## src/rtl/sacf_pkg.sv

```systemverilog
package sacf_pkg;

    typedef enum logic [1:0] {
        FN_READ   = 2'd0,
        FN_WRITE  = 2'd1,
        FN_INSERT = 2'd2,
        FN_REMOVE = 2'd3
    } t_func;

    typedef struct packed {
        logic clr;
        logic load;
        logic exec;
    } t_cmd;

    typedef struct packed {
        logic clr_done;
    } t_sts;

endpackage

```

## src/rtl/sacf_ctrl.sv

```systemverilog
module sacf_ctrl (
    input  logic          i_clk,
    input  logic          i_rst_n,
    input  logic          i_in_valid,
    output logic          o_in_ready,
    output logic          o_out_valid,
    input  logic          i_out_ready,
    output sacf_pkg::t_cmd o_cmd,
    input  sacf_pkg::t_sts i_sts
);
    import sacf_pkg::*;

    typedef enum logic [1:0] {
        S_CLEAR,
        S_IDLE,
        S_EXEC
    } t_state;

    t_state r_state;
    logic   r_out_valid;
    logic   w_in_ready;

    assign w_in_ready  = (r_state == S_IDLE) && (!r_out_valid || i_out_ready);
    assign o_in_ready  = w_in_ready;
    assign o_out_valid = r_out_valid;

    always_comb begin
        o_cmd      = '0;
        o_cmd.clr  = (r_state == S_CLEAR);
        o_cmd.load = w_in_ready && i_in_valid;
        o_cmd.exec = (r_state == S_EXEC);
    end

    always_ff @(posedge i_clk) begin
        if (!i_rst_n) begin
            r_state     <= S_CLEAR;
            r_out_valid <= 1'b0;
        end else begin
            if (r_out_valid && i_out_ready) begin
                r_out_valid <= 1'b0;
            end
            case (r_state)
                S_CLEAR: begin
                    if (i_sts.clr_done) begin
                        r_state <= S_IDLE;
                    end
                end
                S_IDLE: begin
                    if (i_in_valid && w_in_ready) begin
                        r_state <= S_EXEC;
                    end
                end
                S_EXEC: begin
                    r_state     <= S_IDLE;
                    r_out_valid <= 1'b1;
                end
                default: begin
                    r_state <= S_CLEAR;
                end
            endcase
        end
    end

`ifndef SYNTHESIS
    a_accept_exec: assert property (@(posedge i_clk) disable iff (!i_rst_n)
        (i_in_valid && w_in_ready) |=> (r_state == S_EXEC))
        else $error("accepted item did not reach exec");
    a_exec_result: assert property (@(posedge i_clk) disable iff (!i_rst_n)
        (r_state == S_EXEC) |=> r_out_valid)
        else $error("exec did not raise result valid");
    a_exec_free: assert property (@(posedge i_clk) disable iff (!i_rst_n)
        (r_state == S_EXEC) |-> !r_out_valid)
        else $error("result register busy at exec");
`endif

endmodule

```

## config.mk

```make
export PLATFORM = sky130hd
export DESIGN_NAME = sacf_ctrl
export DESIGN_NICKNAME = d
export VERILOG_FILES = /design/src/rtl/sacf_pkg.sv /design/src/rtl/sacf_ctrl.sv
export SDC_FILE = /design/constraint.sdc
export NUM_CORES = 1
export LEC_CHECK = 0
export BUFFER_PORTS_ARGS = -buffer_cell sky130_fd_sc_hd__buf_2
export CORE_AREA = 2 2 39 41
export DETAILED_ROUTE_END_ITERATION = 8
export DIE_AREA = 0 0 41 43
export SKIP_CTS_REPAIR_TIMING = 1
export SLEW_MARGIN = 20
export SYNTH_ARGS = -nofsm -noshare
export SYNTH_HDL_FRONTEND = slang
export SYNTH_SLANG_ARGS = --single-unit
```

## constraint.sdc

```tcl
create_clock -name i_clk -period 1.39 [get_ports i_clk]
set_input_delay 0.278 -clock i_clk [delete_from_list [all_inputs] [get_ports i_clk]]
set_output_delay 0.278 -clock i_clk [all_outputs]
set_load 0.02 [all_outputs]
```

==> results_dict.tcl <==
set metrics [dict create \
    slowest_delay_ns 0.32 \
    synthDominantCellAreaShare 0.403 \
    worst_slack_ns 0.0495 \
    drt_pass1_iterations 1 \
    path_cells "nand2b_4 -> nor2b_4 -> and2_4 -> buf_6" \
    postSynth.topFlopCell "sky130_fd_sc_hd__dfxtp_1" \
    worst_setup_path_start_kind "flop" \
    crit_buf_inv 1 \
    cts.htree.levels 1 \
    post_synth_main_area_contributors "sky130_fd_sc_hd__dfxtp_1, sky130_fd_sc_hd__nand2b_4, sky130_fd_sc_hd__nor2b_4" \
    worstHoldPathType "primary input to flop" \
    fp-row-count 14 \
    fin_worst_hold_slack_ns 0.301 \
    gp_congestion 0.618 \
    io_buffers 9 \
    share_of_the_clock_period_used_by_the_worst_path 0.964 \
    report.final.hold_viol_count 0 \
    synthesis.instances 16 \
    finalMaxSlewViolations 0 \
    avgRoutedWirePerCell_um 6.96 \
    finish.instance_area_um2 259 \
    place_worst_setup_slack_ns 0.114 \
    cp-end-kind "output port" \
    post_route_cells_drive_above_1_share 0.633 \
    setup_repair_after_global_routing_missed_its_margin "true" \
    number_of_enable_flip_flop_cells_after_synthesis 0 \
    cts_inserted_buffers 3 \
    setup_viols_final 0 \
    antenna_violating_nets_post_route 0 \
    yosys-top-cells-count "sky130_fd_sc_hd__dfxtp_1, sky130_fd_sc_hd__nor2_1, sky130_fd_sc_hd__nand2b_1" \
    timing.max_slew.rel_slack 0.910 \
    yosys_register_bits 3 \
    cts.sinks 3 \
    grt_first_pass_wirelength_um 483 \
    total_inserted_antenna_cells 0 \
    cts_buffer_depth 2 \
    drv.max_cap_violation_count 0 \
    clock_skew_ns 0.00215 \
    route.final.wire_length_um 320 \
    all_layer_gr_usage 0.0441 \
    synthesis.yosys.warnings 0 \
    crit_fanout 3 \
    synth.largest_area_cell "sky130_fd_sc_hd__dfxtp_1" \
    max_freq_ghz 0.746 \
    syn_to_final_growth_pct 73.9 \
    fp.dieW_um 41 \
    timing_worst_setup_path_type "flop to output port" \
    cts-root-buf "sky130_fd_sc_hd__clkbuf_4" \
    power.static_leakage_uw 0.000137 \
    worst_pin_slew_ns 0.134 \
    drc_violation_count_after_routing 0 \
    final_nets 36 \
    clock_transition_at_the_registers_of_the_reported_paths_ns 0.04 \
    max-vdd-ir-drop_v 0.000230 \
    detail_route.iter0.violations 0 \
    seq_area_frac_synth 0.403 \
    timing.critical_path.max_delay_family "simple AND/OR/NAND/NOR gates" \
    grt_max_degree 5 \
    synth.lib_cells_used.distinct 11 \
    dp.final_hpwl_um 251 \
    postLayoutCoreUtil 0.187 \
    critPathRequiredTime_ns 1.11 \
    ys_async_sr_fraction 0 \
    synth_nets 21 \
    via_count_of_the_first_global_routing_pass 147 \
    post-route-min-period_ns 1.34 \
    vias_per_cell 3.22 \
    grt_overflow_total 0 \
    clock_tree_from_tritoncts "built" \
    chipHeight_um 43 \
    insertion_delay_ns 0.23 \
    die_area_um2 1760 \
    syn_area_per_cell_um2 9.31 \
    status "completed" \
    antenna_violations_before_repair 0 \
    power_per_standard_cell_area_nw_per_um2 1140 \
    dr_total_vias 148 \
    start_util 0.108 \
    place_area_um2 214 \
    timing.critical_path.slowest_stage_cell "sky130_fd_sc_hd__dfxtp_2" \
    floorplan.core_area_um2 1380 \
    top_level_ports 10 \
    worst-endpoint-arrival_ns 1.06 \
    syn_area_um2 149 \
]
cell families after synthesis:
kind of cell | after synthesis | synth area share
flops | 3 | 0.403
buf+inv | 1 | 0.0252
simple gates | 9 | 0.437
compound gates | 3 | 0.134
where the power goes:
part | switching (µW) | internal (µW)
logic | 26.1 | 26.2
clock network | 40.0 | 107
registers | 4.48 | 91.8
worst paths after layout:
path	startpoint	endpoint	slack, ns	depth (start not counted)
setup reg to reg	r_state[1]	r_state[0]	0.50	4
setup / recovery	r_state[1]	o_cmd[1]	0.05	4
hold / removal	i_rst_n	r_state[0]	0.30	2
hold reg to reg	o_out_valid	o_out_valid	0.53	2
cells in the final DEF (no fill, tap or decap):
cell and count:
sky130_fd_sc_hd__nor2b_4 1, sky130_fd_sc_hd__nor2_1 3, sky130_fd_sc_hd__a21oi_1 1, sky130_fd_sc_hd__buf_2 8, sky130_fd_sc_hd__clkbuf_4 3, sky130_fd_sc_hd__clkbuf_1 1
sky130_fd_sc_hd__a21boi_0 1, sky130_fd_sc_hd__o21a_1 1, sky130_fd_sc_hd__nand2b_1 2, sky130_fd_sc_hd__inv_1 1, sky130_fd_sc_hd__and2_4 1, sky130_fd_sc_hd__dfxtp_2 3
sky130_fd_sc_hd__and3_1 1, sky130_fd_sc_hd__nand2b_4 1, sky130_fd_sc_hd__buf_6 1, sky130_fd_sc_hd__buf_4 1
worst register-to-register path, stage by stage, from the launching register on:
cell,delay [ns]
sky130_fd_sc_hd__dfxtp_2,0.32
sky130_fd_sc_hd__buf_4,0.13
sky130_fd_sc_hd__nor2_1,0.09
sky130_fd_sc_hd__nor2_1,0.05
sky130_fd_sc_hd__o21a_1,0.18
registers in the layout, indices dropped and copies added, names as in the netlist:
| signal | flops |
|---|---|
| r_state | 2 |
| o_out_valid | 1 |
through the flow:
stage                     power, µW  TNS (ns)  cells
after floorplan                 127         0     16
after global placement          144         0     41
after detailed placement        144         0     41
after CTS                       300   -0.0187     45
after global routing            316         0     46
final                           296         0     46
area by class of cell:
type | count | area, µm²
Clock buffer | 4 | 26.3
Fill cell | 164 | 1120
Inverter | 1 | 3.75
Multi-Input combinational cell | 12 | 86.3
Sequential cell | 3 | 63.8
Tap cell | 16 | 20.0
Timing Repair Buffer | 10 | 58.8
per-layer routing:
metal  track usage  vias up  wire, µm
li1              -       79         -
met1        0.0288       66       114
met2        0.0719        3       195
met3        0.0157        0        10
met4        0.0600        0         0
met5             0        -         0
No activity file was read; power rests on OpenSTA's default activity.
